**src/hdl/hsp_pkg.sv**
```systemverilog
// Shared codes, result type and protocol-name table for the peer handshake parser.
// No dependencies; used by hsp_fsm and peer_handshake_parser_core.
package hsp_pkg;

	// Default field lengths of the handshake.
	localparam int RESERVED_BYTES_DEF = 8;
	localparam int HASH_BYTES_DEF     = 20;
	localparam int NAME_BYTES_DEF     = 19;
	localparam int PEER_ID_BYTES      = 20;
	localparam int HASH_BITS          = 160;
	localparam int NAME_ROM_DEPTH     = 64;

	// Parser phases.
	localparam logic [2:0] PH_LEN  = 3'd0;
	localparam logic [2:0] PH_NAME = 3'd1;
	localparam logic [2:0] PH_RSV  = 3'd2;
	localparam logic [2:0] PH_HASH = 3'd3;
	localparam logic [2:0] PH_PEER = 3'd4;

	// Field kinds reported with each byte.
	localparam logic [2:0] KIND_LEN  = 3'd0;
	localparam logic [2:0] KIND_NAME = 3'd1;
	localparam logic [2:0] KIND_RSV  = 3'd2;
	localparam logic [2:0] KIND_HASH = 3'd3;
	localparam logic [2:0] KIND_PEER = 3'd4;
	localparam logic [2:0] KIND_NONE = 3'd5;

	// Status codes.
	localparam logic [2:0] ST_MORE     = 3'd0;
	localparam logic [2:0] ST_DONE     = 3'd1;
	localparam logic [2:0] ST_ZERO_LEN = 3'd2;
	localparam logic [2:0] ST_BAD_NAME = 3'd3;
	localparam logic [2:0] ST_BAD_HASH = 3'd4;

	// Configuration register indexes.
	localparam logic [1:0] CFG_HASH_HI  = 2'd0;
	localparam logic [1:0] CFG_HASH_MID = 2'd1;
	localparam logic [1:0] CFG_HASH_LO  = 2'd2;

	typedef struct packed {
		logic [2:0] field_kind;
		logic [7:0] field_index;
		logic [7:0] field_byte;
		logic [2:0] status;
	} hsp_result_t;

	// Expected protocol name, zero beyond its last character.
	function automatic logic [7:0] name_rom(input logic [5:0] idx);
		logic [7:0] c;
		unique case (idx)
			6'd0:    c = 8'h42; // B
			6'd1:    c = 8'h69; // i
			6'd2:    c = 8'h74; // t
			6'd3:    c = 8'h54; // T
			6'd4:    c = 8'h6f; // o
			6'd5:    c = 8'h72; // r
			6'd6:    c = 8'h72; // r
			6'd7:    c = 8'h65; // e
			6'd8:    c = 8'h6e; // n
			6'd9:    c = 8'h74; // t
			6'd10:   c = 8'h20; // space
			6'd11:   c = 8'h70; // p
			6'd12:   c = 8'h72; // r
			6'd13:   c = 8'h6f; // o
			6'd14:   c = 8'h74; // t
			6'd15:   c = 8'h6f; // o
			6'd16:   c = 8'h63; // c
			6'd17:   c = 8'h6f; // o
			6'd18:   c = 8'h6c; // l
			default: c = 8'h00;
		endcase
		return c;
	endfunction

endpackage

```
**src/hdl/hsp_fsm.sv**
```systemverilog
// Parser state machine of the peer handshake parser: phase, byte counter and
// mismatch flags, plus the result of the current byte. Depends on hsp_pkg.
module hsp_fsm
	import hsp_pkg::*;
#(
	parameter int RESERVED_BYTES = RESERVED_BYTES_DEF,
	parameter int HASH_BYTES     = HASH_BYTES_DEF,
	parameter int NAME_BYTES     = NAME_BYTES_DEF
) (
	input  logic                 clk,
	input  logic                 arst_n,
	input  logic                 advance,
	input  logic [7:0]           rx_byte,
	input  logic                 restart,
	input  logic [HASH_BITS-1:0] exp_hash,
	output hsp_result_t          result
);

	localparam logic [7:0] RSV_END  = 8'(RESERVED_BYTES);
	localparam logic [7:0] HASH_END = 8'(HASH_BYTES);
	localparam logic [7:0] NAME_END = 8'(NAME_BYTES);
	localparam logic [7:0] PEER_END = 8'(PEER_ID_BYTES);
	localparam logic [7:0] ROM_END  = 8'(NAME_ROM_DEPTH);

	logic [2:0] phase_q, phase_d;
	logic [7:0] count_q, count_d;
	logic [7:0] name_len_q, name_len_d;
	logic       name_bad_q, name_bad_d;
	logic       hash_bad_q, hash_bad_d;
	logic [2:0] final_q, final_d;

	logic [7:0] count_inc;
	logic [7:0] exp_byte;
	logic [7:0] rom_byte;

	assign count_inc = count_q + 8'd1;
	assign rom_byte  = name_rom(count_q[5:0]);
	// Hash byte 0 sits in the top bits; in the hash phase the count stays below 20.
	assign exp_byte  = exp_hash[HASH_BITS-1 - 8*count_q[4:0] -: 8];

	always_comb begin
		phase_d    = phase_q;
		count_d    = count_q;
		name_len_d = name_len_q;
		name_bad_d = name_bad_q;
		hash_bad_d = hash_bad_q;
		final_d    = final_q;
		result.field_kind  = KIND_NONE;
		result.field_index = 8'd0;
		result.field_byte  = 8'd0;
		if (restart) begin
			phase_d    = PH_LEN;
			count_d    = 8'd0;
			name_len_d = 8'd0;
			name_bad_d = 1'b0;
			hash_bad_d = 1'b0;
			final_d    = ST_MORE;
		end else if (final_q == ST_MORE) begin
			result.field_byte  = rx_byte;
			result.field_index = count_q;
			count_d = count_inc;
			unique case (phase_q)
				PH_NAME: begin
					result.field_kind = KIND_NAME;
					if (count_q < NAME_END && count_q < ROM_END && rx_byte != rom_byte)
						name_bad_d = 1'b1;
					if (count_inc == name_len_q) begin
						if (name_bad_d) begin
							final_d = ST_BAD_NAME;
						end else begin
							phase_d = PH_RSV;
							count_d = 8'd0;
						end
					end
				end
				PH_RSV: begin
					result.field_kind = KIND_RSV;
					if (count_inc >= RSV_END) begin
						phase_d    = PH_HASH;
						count_d    = 8'd0;
						hash_bad_d = 1'b0;
					end
				end
				PH_HASH: begin
					result.field_kind = KIND_HASH;
					if (rx_byte != exp_byte)
						hash_bad_d = 1'b1;
					if (count_inc >= HASH_END) begin
						if (hash_bad_d) begin
							final_d = ST_BAD_HASH;
						end else begin
							phase_d = PH_PEER;
							count_d = 8'd0;
						end
					end
				end
				PH_PEER: begin
					result.field_kind = KIND_PEER;
					if (count_inc >= PEER_END)
						final_d = ST_DONE;
				end
				default: begin
					// Length byte; unused phase codes behave the same way.
					result.field_kind  = KIND_LEN;
					result.field_index = 8'd0;
					count_d    = count_q;
					name_len_d = rx_byte;
					if (rx_byte == 8'd0) begin
						final_d = ST_ZERO_LEN;
					end else begin
						phase_d    = PH_NAME;
						count_d    = 8'd0;
						name_bad_d = 1'b0;
					end
				end
			endcase
		end
		result.status = final_d;
	end

	always_ff @(posedge clk or negedge arst_n) begin
		if (!arst_n) begin
			phase_q    <= PH_LEN;
			count_q    <= 8'd0;
			name_len_q <= 8'd0;
			name_bad_q <= 1'b0;
			hash_bad_q <= 1'b0;
			final_q    <= ST_MORE;
		end else if (advance) begin
			phase_q    <= phase_d;
			count_q    <= count_d;
			name_len_q <= name_len_d;
			name_bad_q <= name_bad_d;
			hash_bad_q <= hash_bad_d;
			final_q    <= final_d;
		end
	end

endmodule

```
**src/hdl/peer_handshake_parser_core.sv**
```systemverilog
// Top level of the peer handshake parser: stream ports, hash registers and
// the result register. Depends on hsp_pkg and hsp_fsm.
//
//  channel   dir  handshake          payload
//  s_*       in   s_tvalid/s_tready  tdata rx_byte, tuser restart
//  m_*       out  m_tvalid/m_tready  tdata index/byte/status, tuser field_kind
//  cfg_*     in   cfg_we             cfg_index, cfg_data
//
// Each request yields one result in the cycle after it is accepted; one byte per
// cycle is sustained while m_tready is high, set by the single result register.
// A new request is taken while the held result is being read out; only a
// stalled, full result register holds s_tready low.
// Reset clears the parser state, the hash registers and the result valid.
module peer_handshake_parser_core
	import hsp_pkg::*;
#(
	parameter int RESERVED_BYTES = RESERVED_BYTES_DEF,
	parameter int HASH_BYTES     = HASH_BYTES_DEF,
	parameter int NAME_BYTES     = NAME_BYTES_DEF
) (
	input  logic        clk,
	input  logic        arst_n,
	input  logic        s_tvalid,
	output logic        s_tready,
	input  logic [7:0]  s_tdata,   // [7:0] rx_byte
	input  logic        s_tuser,   // [0] restart
	output logic        m_tvalid,
	input  logic        m_tready,
	output logic [23:0] m_tdata,   // [7:0] field_index, [15:8] field_byte,
	                               // [18:16] status, [23:19] zero
	output logic [2:0]  m_tuser,   // [2:0] field_kind
	input  logic        cfg_we,
	input  logic [1:0]  cfg_index,
	input  logic [63:0] cfg_data
);

	logic [63:0] hash_hi_q;
	logic [63:0] hash_mid_q;
	logic [31:0] hash_lo_q;
	logic        out_valid_q;
	hsp_result_t out_q;
	hsp_result_t step_res;
	logic        accept;

	assign s_tready = !out_valid_q || m_tready;
	assign accept   = s_tvalid && s_tready;

	always_ff @(posedge clk or negedge arst_n) begin
		if (!arst_n) begin
			hash_hi_q  <= 64'd0;
			hash_mid_q <= 64'd0;
			hash_lo_q  <= 32'd0;
		end else if (cfg_we) begin
			unique case (cfg_index)
				CFG_HASH_HI:  hash_hi_q  <= cfg_data;
				CFG_HASH_MID: hash_mid_q <= cfg_data;
				CFG_HASH_LO:  hash_lo_q  <= cfg_data[31:0];
				default: ;
			endcase
		end
	end

	hsp_fsm #(
		.RESERVED_BYTES(RESERVED_BYTES),
		.HASH_BYTES    (HASH_BYTES),
		.NAME_BYTES    (NAME_BYTES)
	) u_fsm (
		.clk     (clk),
		.arst_n  (arst_n),
		.advance (accept),
		.rx_byte (s_tdata),
		.restart (s_tuser),
		.exp_hash({hash_hi_q, hash_mid_q, hash_lo_q}),
		.result  (step_res)
	);

	always_ff @(posedge clk or negedge arst_n) begin
		if (!arst_n) begin
			out_valid_q <= 1'b0;
		end else if (accept) begin
			out_valid_q <= 1'b1;
		end else if (m_tready) begin
			out_valid_q <= 1'b0;
		end
	end

	always_ff @(posedge clk) begin
		if (accept)
			out_q <= step_res;
	end

	assign m_tvalid = out_valid_q;
	assign m_tuser  = out_q.field_kind;
	assign m_tdata  = {5'd0, out_q.status, out_q.field_byte, out_q.field_index};

endmodule

```
**config.mk**
```make
export PLATFORM = sky130hd
export DESIGN_NAME = peer_handshake_parser_core
export DESIGN_NICKNAME = d
export VERILOG_FILES = /design/src/hdl/hsp_pkg.sv /design/src/hdl/hsp_fsm.sv /design/src/hdl/peer_handshake_parser_core.sv
export SDC_FILE = /design/constraint.sdc
export NUM_CORES = 1
export LEC_CHECK = 0
export BUFFER_PORTS_ARGS = -buffer_cell sky130_fd_sc_hd__buf_2
export CAP_MARGIN = 20
export CORE_MARGIN = 4
export CORE_UTILIZATION = 60
export DETAILED_ROUTE_END_ITERATION = 6
export PLACE_DENSITY_LB_ADDON = 0.1
export SYNTH_ARGS = -nofsm -noshare
export SYNTH_HDL_FRONTEND = slang
export SYNTH_SLANG_ARGS = --single-unit
```
**constraint.sdc**
```tcl
create_clock -name clk -period 4.5 [get_ports clk]
set_clock_uncertainty 0.1 [all_clocks]
set_input_delay 1.35 -clock clk [delete_from_list [all_inputs] [get_ports clk]]
set_output_delay 1.35 -clock clk [all_outputs]
set_load 0.02 [all_outputs]
```
* Word-level counts from Yosys, hierarchy flattened
Memories as Yosys holds them, arrays and structs flattened.
Index checks and enable logic that the tools add are counted.
** Storage, ports and cells
- Register bits :: 207
- ROM bits :: 224
- Input port bits :: 80
- Word-level logic and storage cells :: 117
- Memories :: 1
** Operators by class
- Add/subtract/negate cells :: 2
- Magnitude comparators :: 4
- Eq/ne operators :: 20
- Shift-type cells :: 1
- Multiplexer cells :: 50
- Bitwise gates (word level) :: 2
- Reductions and logical operators :: 23
** Memory list
- (no name shown) :: words 32, bits a word 7, rd ports 1, clocked after memory_dff 0, wr ports 0, line hsp_pkg.sv:50 : unique case (idx)
** Operators by type and width (number)
- 167-bit by 33-bit variable part select with 8-bit output :: 1
- 8-bit 2-to-1 mux :: 12
- 3-bit 2-to-1 mux :: 16
- 3-bit one-hot mux with 4 select lines :: 3
- 8-bit one-hot mux with 4 select lines :: 1
- 1-bit 2-to-1 mux :: 16
- 8-bit != test :: 2
- 3-bit by 2-bit != test with 1-bit output, second input constant :: 3
- 3-bit != test, second input constant :: 3
- 9-bit AND reduction :: 1
- 8-bit by 8-bit subtractor with 9-bit output, first input constant :: 1
- 8-bit by 1-bit adder with 8-bit output, second input constant :: 1
- 8-bit == test :: 1
- 8-bit by 4-bit greater-or-equal comparator with 1-bit output, second input constant :: 1
- 8-bit by 5-bit greater-or-equal comparator with 1-bit output, second input constant :: 1
- 8-bit logical NOT :: 1
- 8-bit by 5-bit less-than comparator with 1-bit output, second input constant :: 1
- 8-bit by 7-bit less-than comparator with 1-bit output, second input constant :: 1
- 4-bit AND reduction :: 2
- 3-bit by 2-bit == test with 1-bit output, second input constant :: 2
- 6-bit != test, second input constant :: 1
- 2-bit AND reduction :: 3
- 3-bit AND reduction :: 2
- 3-bit OR reduction :: 2
- other kinds (18) :: 24

* Logic depth before layout (Yosys ltp)
Gate-level depths: netlist of run 1.
An unclocked memory read counts as a cell.
- Word-level depth :: 13
- Mapped depth :: 15
- Gate-level depth less buffers :: 12

* Cells and area by module
Synthesis of run 1 repeated with hierarchy kept, for this count alone.
** Second synthesis, totals
- Cells, all modules :: 848
- Area, all modules :: 10993.0 um^2
** Modules (own cells, without submodules)
- peer_handshake_parser_core :: instances 1, cells an instance 372, area an instance 7134.3 um^2, sequential area each 4689.5 um^2
- hsp_fsm :: instances 1, cells an instance 476, area an instance 3858.7 um^2, sequential area each 600.6 um^2

* Worst setup path before layout of run 1
OpenSTA, ideal clock, no wires.
- Path type :: input-to-reg
- From :: input s_tdata[2]
- To :: register out_q, in the netlist m_tdata[16], data pin
- Library setup time :: 0.274 ns
- Arrival :: 3.187 ns
- Data required time :: 4.126 ns
- Path slack :: 0.939 ns
- Stages :: 9
- Cells stage by stage :: clkdlybuf4s15_1 or3_1 a32oi_1 nand4_1 nor4b_2 o31a_1 o31ai_1 o311ai_1 o21ai_0
** RTL lines
- from (decl) :: line peer_handshake_parser_core.sv:25 : input logic [7:0] s_tdata,
- to (signal assigned) :: line peer_handshake_parser_core.sv:89 : out_q <= step_res;
- to (decl) :: line peer_handshake_parser_core.sv:41 : hsp_result_t out_q;

* Final worst setup path of run 1
- From :: register u_fsm.count_q[0]
- To :: register u_fsm.count_q[3]
** Between the ends
- Word-level cells in the longest chain between the ends :: 13
- Elaborated cells between the ends (all ways) :: 30
** RTL lines
- from (decl) :: line hsp_fsm.sv:26 : logic [7:0] count_q, count_d;
- from (signal assigned) :: line hsp_fsm.sv:131 : count_q <= count_d;
- parallel branches: the longest is 10 deep, another holds 8-bit by 8-bit subtractor with 9-bit output
- 8-bit one-hot mux with 4 select lines * :: line hsp_fsm.sv:62 : unique case (phase_q)
- 8-bit 2-to-1 mux * :: line hsp_fsm.sv:58 : end else if (final_q == ST_MORE) begin
- 8-bit 2-to-1 mux * :: line hsp_fsm.sv:51 : if (restart) begin
Every way passes the cells marked *. The select of a mux whose other input is x is not followed.
A chain may end at the register's enable or synchronous reset.

==> Flow_metrics.wiki, run 1 <==
{| class="wikitable"
! Metric !! Value
|-
| Total Nets Final || ~1000
|-
| Setup crit end kind || register
|-
| Placer congestion estimate || between 0.9 and 1
|-
| Number of DRC violations after detailed routing || 0
|-
| Share of post-route cells with drive strength above 1 || 36.8%
|-
| Outcome || finished, final reports clean
|-
| Post-route cell area || 0.0121 mm2
|-
| Combined global-route utilization of all metal layers || between 20% and 30%
|-
| Final hold slack || 398 ps
|-
| Upper clock frequency limit || approximately 0.26 GHz
|-
| Hold Violations, Final || 0
|-
| RSZ-0062 raised after global routing || false
|-
| Power per unit of standard cell area || 526 mW/mm2
|-
| Buffer levels on the longest clock path || 3
|-
| Die Width || roughly 140 um
|-
| Cell with the largest stage delay on the worst path || sky130_fd_sc_hd__a2111oi_0
|-
| Initial Utilization || approximately three fifths
|-
| Antenna Violating Nets Remaining || 0
|-
| Total of warnings raised by yosys || 0
|-
| Worst-Margin Slew || 921 ps
|-
| EDFF count, synth || 22
|-
| Worst EP arrival || ~4100 ps
|-
| Clk Latency, worst-skew pair || ~500 ps
|-
| Number of H-tree levels || 1
|-
| Syn_area_per_cell || 12.6 um2
|-
| Setup slack of the worst register-to-register path || about 700 ps
|-
| Total half-perimeter wirelength after legalization and detailed placement || 18700 um
|-
| Max Transition Viols Final || 0
|-
| Area Overhead vs Synth || 12.7%
|-
| Initial detailed-routing violation count || ~580
|-
| Critical path required time || between 4000 and 5000 ps
|-
| Number of buffers added by the clock tree synthesis step || 22
|-
| Vias in the first global route || between 7000 and 8000
|-
| Max-cap viol count || 0
|-
| PortBufs || approximately 100
|-
| Maximum number of pins on one net before global-route repair || 78
|-
| Core Footprint || 0.0174 mm2
|-
| Yosys reg bits || about 210
|-
| Post-route clock period utilization || ~85%
|-
| Type of origin of the critical path || register
|-
| Average routed wire per standard cell || about 22 um
|-
| Reg2Reg Launch Point || u_fsm.count_q[0]$_DFFE_PN0P_
|-
| CTS tree || done
|-
| CTS-repair resized insts || 0
|-
| Final setup slack of the worst path || 697 ps
|-
| Die span in y || around 140 um
|-
| Worst min-delay path startpoint || u_fsm.name_len_q[7]$_DFFE_PN0P_
|-
| Ordered list of cells on the worst path || inv_1, ha_1, nor2b_1, a2111oi_0, o32a_1, o2111ai_1, nor4b_2, o21ai_1, or2_1, o211ai_1, o41ai_1
|-
| Area enclosed by the die boundary || 0.0201 mm2
|-
| Diodes inserted || 0
|-
| Max-slew headroom || approximately two fifths
|-
| Min Clock Period, post-route || about 3800 ps
|-
| Number of buffers inserted by hold repair at cts || 0
|-
| Fraction of registers with async set or reset after synthesis || 89.4%
|-
| Average vias per placed instance || approximately 6.2
|-
| 1st-pass router iterations || 5
|-
| Setup Total Neg Slack || 0 ps
|-
| Share of the yosys chip area belonging to registers || 49.2%
|-
| Hold/Removal Path Class || reg2reg
|-
| Start-to-end type of the worst setup path || reg2reg
|-
| Combined area of all synthesized cells || between 0.01 and 0.015 mm2
|-
| Largest stage delay on the critical path || around 660 ps
|-
| Detailed-route via count || between 7000 and 8000
|-
| Lkg Pwr || 5.11 nW
|-
| Number of antenna violations at the first check in global routing || 0
|-
| Post CTS Setup Buffer Count || 0
|-
| Total number of placement rows || 48
|-
| Overflow left after global routing || 0
|-
| Highest net fanout along the worst path || 18
|-
| Sink count of the clock tree || between 200 and 250
|-
| Setup violation total in the final timing report || 0
|-
| Total detailed-routing wirelength || about 26000 um
|-
| Beginning of the critical path || u_fsm.count_q[0]$_DFFE_PN0P_
|-
| Clock transition at the register clock pins on the worst setup and hold paths after CTS || approximately 60 ps
|-
| Gate count after technology mapping || 852
|-
| Post-Place Setup Slack || 671 ps
|-
| Placed instance area || roughly 0.011 mm2
|-
| Number of top-level design ports || ~110
|-
| Most used flip-flop cell after synthesis || sky130_fd_sc_hd__dfrtp_1
|-
| Filler Cell Count || ~1200
|-
| Maximum vdd ir drop || about 0.33 mV
|-
| First-pass GRT wire length || ~43000 um
|-
| Post-synth cell types || 84
|-
| Root Driver || sky130_fd_sc_hd__clkbuf_16
|}
cell usage in the layout (no fill, tap or decap), types with 15 or more instances in the layout:
cell type / instances
sky130_fd_sc_hd__clkbuf_16: 22
sky130_fd_sc_hd__inv_1: 16
sky130_fd_sc_hd__mux2i_1: 36
sky130_fd_sc_hd__nor2_1: 20
sky130_fd_sc_hd__dfrtp_1: 184
sky130_fd_sc_hd__edfxtp_1: 22
sky130_fd_sc_hd__buf_2: 102
sky130_fd_sc_hd__o21ai_0: 15
sky130_fd_sc_hd__mux2_2: 164
sky130_fd_sc_hd__nand2_1: 47
sky130_fd_sc_hd__a21oi_1: 23
sky130_fd_sc_hd__buf_4: 15
sky130_fd_sc_hd__nor3_1: 16
sky130_fd_sc_hd__and2_1: 17
through the flow:
step | power [mW] | util [%] | instances
after floorplan | 3.99 | - | 856
after detailed placement | 4.53 | 65.2 | 1143
after CTS | 6.41 | 69.6 | 1183
final | 6.37 | 69.6 | 1183
after global placement | 4.46 | 65.2 | 1143
after global routing | 6.70 | 69.6 | 1183
cells by family after synthesis:
logic type	synth area share (%)
AOI/OAI and AO/OA	9.10
DFF	49.2
and+or+nand+nor	9.25
other	0.0349
xor gates and xnor gates	1.51
muxes	25.6
buffers and inverters	4.27
adders and majority gates	1.05
cell type report:
class	instances	area, um2	area share, %
Clock buffer	30	621	5.12
Clock inverter	10	138	1.14
Inverter	18	67.6	0.558
Multi-Input combinational cell	572	5020	41.5
Sequential cell	207	5290	43.7
Tap cell	225	282	2.32
Timing Repair Buffer	121	694	5.73
Yosys cell counts (all sizes together) (16+ instances only):
| cell type | n | area [um2] |
|---|---|---|
| o21ai | 26 | 138 |
| nand2 | 47 | 176 |
| buf | 24 | 233 |
| nor2 | 20 | 75.1 |
| dfrtp | 185 | 4630 |
| mux4 | 22 | 533 |
| a21oi | 24 | 131 |
| mux2 | 165 | 1860 |
| clkbuf | 34 | 149 |
| and2 | 17 | 106 |
| nor3 | 17 | 90.1 |
| mux2i | 36 | 360 |
| inv | 16 | 60.1 |
| edfxtp | 22 | 661 |
final timing paths:
| path | end | cells past startpoint |
|---|---|---|
| worst max register to register | u_fsm.count_q[3]$_DFFE_PN0P_ | 11 |
| worst min-delay path | u_fsm.name_len_q[7]$_DFFE_PN0P_ | 2 |
| min in group asynchronous | u_fsm.final_q[1]$_DFFE_PN0P_ | 1 |
| max in group asynchronous | hash_hi_q[13]$_DFFE_PN0P_ | 2 |
| worst max-delay path | u_fsm.count_q[3]$_DFFE_PN0P_ | 11 |
| worst min register to register | u_fsm.name_len_q[7]$_DFFE_PN0P_ | 2 |
power by group:
part           total, mW  internal, mW  switching (mW)  leakage (nW)
registers           2.54          2.27           0.269          2.44
logic               1.96         0.906            1.05          2.30
clock network       1.87          1.14           0.731         0.371
total               6.37          4.32            2.05          5.11
worst max-delay path, delay by kind of cell, from the launching register on:
family          cells  cell delay (ps)
fa+ha+maj           1              260
compound gates      6             1620
flops               1              610
simple gates        3              910
buf+inv             1              160
flip-flops by register name (all words and copies together) (netlist names), 3 cells and up:
name              flops
hash_hi_q            64
u_fsm.count_q         8
u_fsm.final_q         3
u_fsm.name_len_q      8
m_tdata              19
u_fsm.phase_q         3
hash_mid_q           64
m_tuser               3
hash_lo_q            32
routing by layer:
metal  part of all wire, %  track usage (%)  wire length (um)  up-vias
met3                   4.9             4.15              1300       56
met1                    41             34.9             10900     3738
li1                      -                -                 -     3357
met4                   3.1             7.47               814        0
met5                     0                0                 0        -
met2                    51             46.1             13400      228
No activity file was read; power rests on OpenSTA's default activity.
==> inputs of run 2 (changes only) <==
--- a/config.mk
+++ b/config.mk
@@ -8,7 +8,7 @@
 export BUFFER_PORTS_ARGS = -buffer_cell sky130_fd_sc_hd__buf_2
 export CAP_MARGIN = 20
 export CORE_MARGIN = 4
-export CORE_UTILIZATION = 60
+export CORE_UTILIZATION = 54
 export DETAILED_ROUTE_END_ITERATION = 6
 export PLACE_DENSITY_LB_ADDON = 0.1
 export SYNTH_ARGS = -nofsm -noshare
==> constraint.sdc (replaced) <==
create_clock -name clk -period 3.2 [get_ports clk]
set_clock_uncertainty 0.1 [all_clocks]
set_input_delay 0.96 -clock clk [delete_from_list [all_inputs] [get_ports clk]]
set_output_delay 0.96 -clock clk [all_outputs]
set_load 0.02 [all_outputs]
==> run 2 against run 1 <==
  * Die area up 10%
  * Critical path type unchanged
  * The flow now finishes with violations (negative setup slack)
  * Final cell count up 9.7%
  * Hold slack worse by 80 ps
  * First-iteration DRC count down 9.1%
  * Sequential power up 39%
  * Sequential share of layout area down 3.7 points
  * Critical path depth up 4
  * Critical endpoint is now u_fsm.count_q[0]$_DFFE_PN0P_
==> Flow_metrics.wiki, run 2 (synthesized netlist as in run 1, its figures left out) <==
{| class="wikitable"
! Metric !! Value
|-
| First-pass GRT wire length || 45700 um (+7.1%)
|-
| Number of top-level design ports || 109 (unchanged)
|-
| Outcome || complete, but fails checks
|-
| Combined global-route utilization of all metal layers || 26.0% (-0.55 points)
|-
| Post-route clock period utilization || 104% (+20 points)
|-
| Diodes inserted || 0 (unchanged)
|-
| Clk Latency, worst-skew pair || 520 ps (about the same)
|-
| Cell depth of the worst flop-to-flop path || 15 (+4)
|-
| Critical path required time || 3490 ps (-1280 ps)
|-
| Area Overhead vs Synth || 23.0%
|-
| Average routed wire per standard cell || 22.4 um (+0.64%)
|-
| Share of post-route cells with drive strength above 1 || 46.9% (+10 points)
|-
| RSZ-0062 raised after global routing || true
|-
| Max-cap viol count || 0 (unchanged)
|-
| Number of buffers added by the clock tree synthesis step || 22 (unchanged)
|-
| Initial detailed-routing violation count || 529 (-9.1%)
|-
| Failing checks || negative setup slack
|-
| Type of origin of the critical path || register
|-
| Number of buffers inserted by hold repair at cts || 0 (unchanged)
|-
| Largest registers || hash_hi_q: 64 flops, hash_mid_q: 64 flops, hash_lo_q: 32 flops
|-
| Cell with the largest stage delay on the worst path || sky130_fd_sc_hd__dfrtp_4
|-
| Maximum number of pins on one net before global-route repair || 65 (-17%)
|-
| PortBufs || 103 (unchanged)
|-
| Overflow left after global routing || 0 (unchanged)
|-
| Number of H-tree levels || 1 (unchanged)
|-
| CTS tree || done
|-
| Final hold slack || 318 ps (-79.7 ps)
|-
| Total number of placement rows || 51 (+6.3%)
|-
| Area enclosed by the die boundary || 0.0222 mm2 (+10%)
|-
| Detailed-route via count || 7700 (+4.4%)
|-
| Most frequent cells in the layout || sky130_fd_sc_hd__dfrtp_1 (183), sky130_fd_sc_hd__mux2_2 (162), sky130_fd_sc_hd__buf_2 (102), sky130_fd_sc_hd__buf_4 (74), sky130_fd_sc_hd__nand2_1 (45)
|-
| Initial Utilization || 55.1% (-6.7 points)
|-
| Buffer levels on the longest clock path || 3 (unchanged)
|-
| Die span in y || 149 um (+5.1%)
|-
| Total half-perimeter wirelength after legalization and detailed placement || 20500 um (+9.9%)
|-
| Average vias per placed instance || 5.93 (-4.9%)
|-
| Die Width || 149 um (+5.1%)
|-
| Min Clock Period, post-route || 3340 ps (-466 ps)
|-
| Setup slack of the worst register-to-register path || -140 ps (-830 ps)
|-
| 1st-pass router iterations || 5 (unchanged)
|-
| Post-route cell area || 0.0132 mm2 (+9.2%)
|-
| Total detailed-routing wirelength || 29100 um (+10%)
|-
| Total Nets Final || 1107 (+7.4%)
|-
| Root Driver || sky130_fd_sc_hd__clkbuf_16
|-
| Sink count of the clock tree || 207 (unchanged)
|-
| Setup violation total in the final timing report || 12 (+12)
|-
| Most common cell type on the critical path || sky130_fd_sc_hd__buf_4
|-
| Crit Reg-Reg Endpoint || u_fsm.count_q[0]$_DFFE_PN0P_
|-
| Post-Layout Cell Count || 1298 (+9.7%)
|-
| Ordered list of cells on the worst path || buf_12, buf_12, buf_6, mux2i_1, o22ai_1, nor3_2, buf_4, o41ai_4, o2111ai_2, nor4_4, buf_4, a21oi_4, buf_4, o21ai_4, o21ai_1
|-
| Lkg Pwr || 5.60 nW (+9.7%)
|-
| Antenna Violating Nets Remaining || 0 (unchanged)
|-
| Vias in the first global route || 8102 (+4.5%)
|-
| Setup crit end kind || register
|-
| Final core occ || 67.7% (-1.8 points)
|-
| Upper clock frequency limit || 0.300 GHz (+14%)
|-
| Number of placed instances, taps included || 1237 (+8.2%)
|-
| Max-slew headroom || 56.0% (+17 points)
|-
| Hold/Removal Path Class || in2async
|-
| Number of antenna violations at the first check in global routing || 0 (unchanged)
|-
| Largest stage delay on the critical path || 500 ps (-160 ps)
|-
| Overall power of the completed layout || 9.73 mW (+53%)
|-
| Core Footprint || 0.0195 mm2 (+12%)
|-
| Most common cell after layout, fill and taps aside || sky130_fd_sc_hd__dfrtp_1
|-
| Maximum vdd ir drop || 0.464 mV (+42%)
|-
| Number of DRC violations after detailed routing || 0 (unchanged)
|-
| Max Transition Viols Final || 0 (unchanged)
|-
| Worst EP arrival || 3630 ps (-440 ps)
|-
| Worst-Margin Slew || 661 ps (-261 ps)
|-
| Power per unit of standard cell area || 736 mW/mm2 (+40%)
|-
| Placer congestion estimate || 0.897 (-4.1%)
|-
| Final setup slack of the worst path || -136 ps (-834 ps)
|-
| Highest net fanout along the worst path || 7 (-11)
|-
| Start-to-end type of the worst setup path || reg2reg
|-
| Clock transition at the register clock pins on the worst setup and hold paths after CTS || 60 ps (about the same)
|-
| Hold Violations, Final || 0 (unchanged)
|-
| Placed instance area || 0.0119 mm2 (+5.0%)
|-
| Reg2Reg Launch Point || u_fsm.count_q[0]$_DFFE_PN0P_
|}
[run 2: timing repair]
action	CTS	global route
pin swaps	9	22
gates resized for setup	23	52
endpoints found under the setup margin	17	18
gates cloned	1	1
setup buffers	13	8
[run 2: metrics by stage]
stage	setup TNS [ps]	setup slack, ps
final	-1100	-136
after global routing	-2070	-211
after CTS	-557	-79.5
after detailed placement	-2920	-275
after global placement	-2410	-260
after floorplan	-21.7	-16.5
[run 2: worst max path at each step]
stage                                      start  slack [ps]                            to  cells past startpoint
floorplan           u_fsm.count_q[0]$_DFFE_PN0P_         -20         m_tdata[16]$_DFFE_PP_                     15
global placement    u_fsm.count_q[2]$_DFFE_PN0P_        -260  u_fsm.phase_q[1]$_DFFE_PN0P_                     11
detailed placement  u_fsm.count_q[2]$_DFFE_PN0P_        -280  u_fsm.phase_q[1]$_DFFE_PN0P_                     11
CTS                 u_fsm.count_q[0]$_DFFE_PN0P_         -80  u_fsm.count_q[6]$_DFFE_PN0P_                     11
global route        u_fsm.count_q[0]$_DFFE_PN0P_        -210  u_fsm.count_q[3]$_DFFE_PN0P_                     15
finish              u_fsm.count_q[0]$_DFFE_PN0P_        -140  u_fsm.count_q[0]$_DFFE_PN0P_                     15
[run 2: final cells by class]
type / count / area, um2
clock buffer: 33 / 673
clock inverter: 6 / 71.3
fill: 1475 / 6300
inverter: 18 / 73.8
multi-input combinational: 572 / 5350
sequential: 207 / 5300
tap: 265 / 332
timing repair buffer: 197 / 1440
[run 2: report_power, final]
group | total (mW) | switching (mW) | internal (mW)
clock | 2.60 | 1.06 | 1.54
combinational | 3.59 | 1.79 | 1.80
sequential | 3.54 | 0.342 | 3.20
total | 9.73 | 3.19 | 6.54
[run 2: metal layers]
metal / GRT usage (%) / up-vias / routed length [um]
li1: - / 3509 / -
met1: 36.3 / 3911 / 12600
met2: 42.7 / 219 / 14100
met3: 3.65 / 61 / 1460
met4: 7.87 / 0 / 953
met5: 0 / - / 0
[run 2: critical path, delay by kind of cell, from the launching register on]
kind	cells	cell delay (ps)
AO/OA/AOI/OAI	6	1050
buffers and inverters	6	960
flip-flops	1	500
AND/OR/NAND/NOR	2	450
multiplexers	1	140
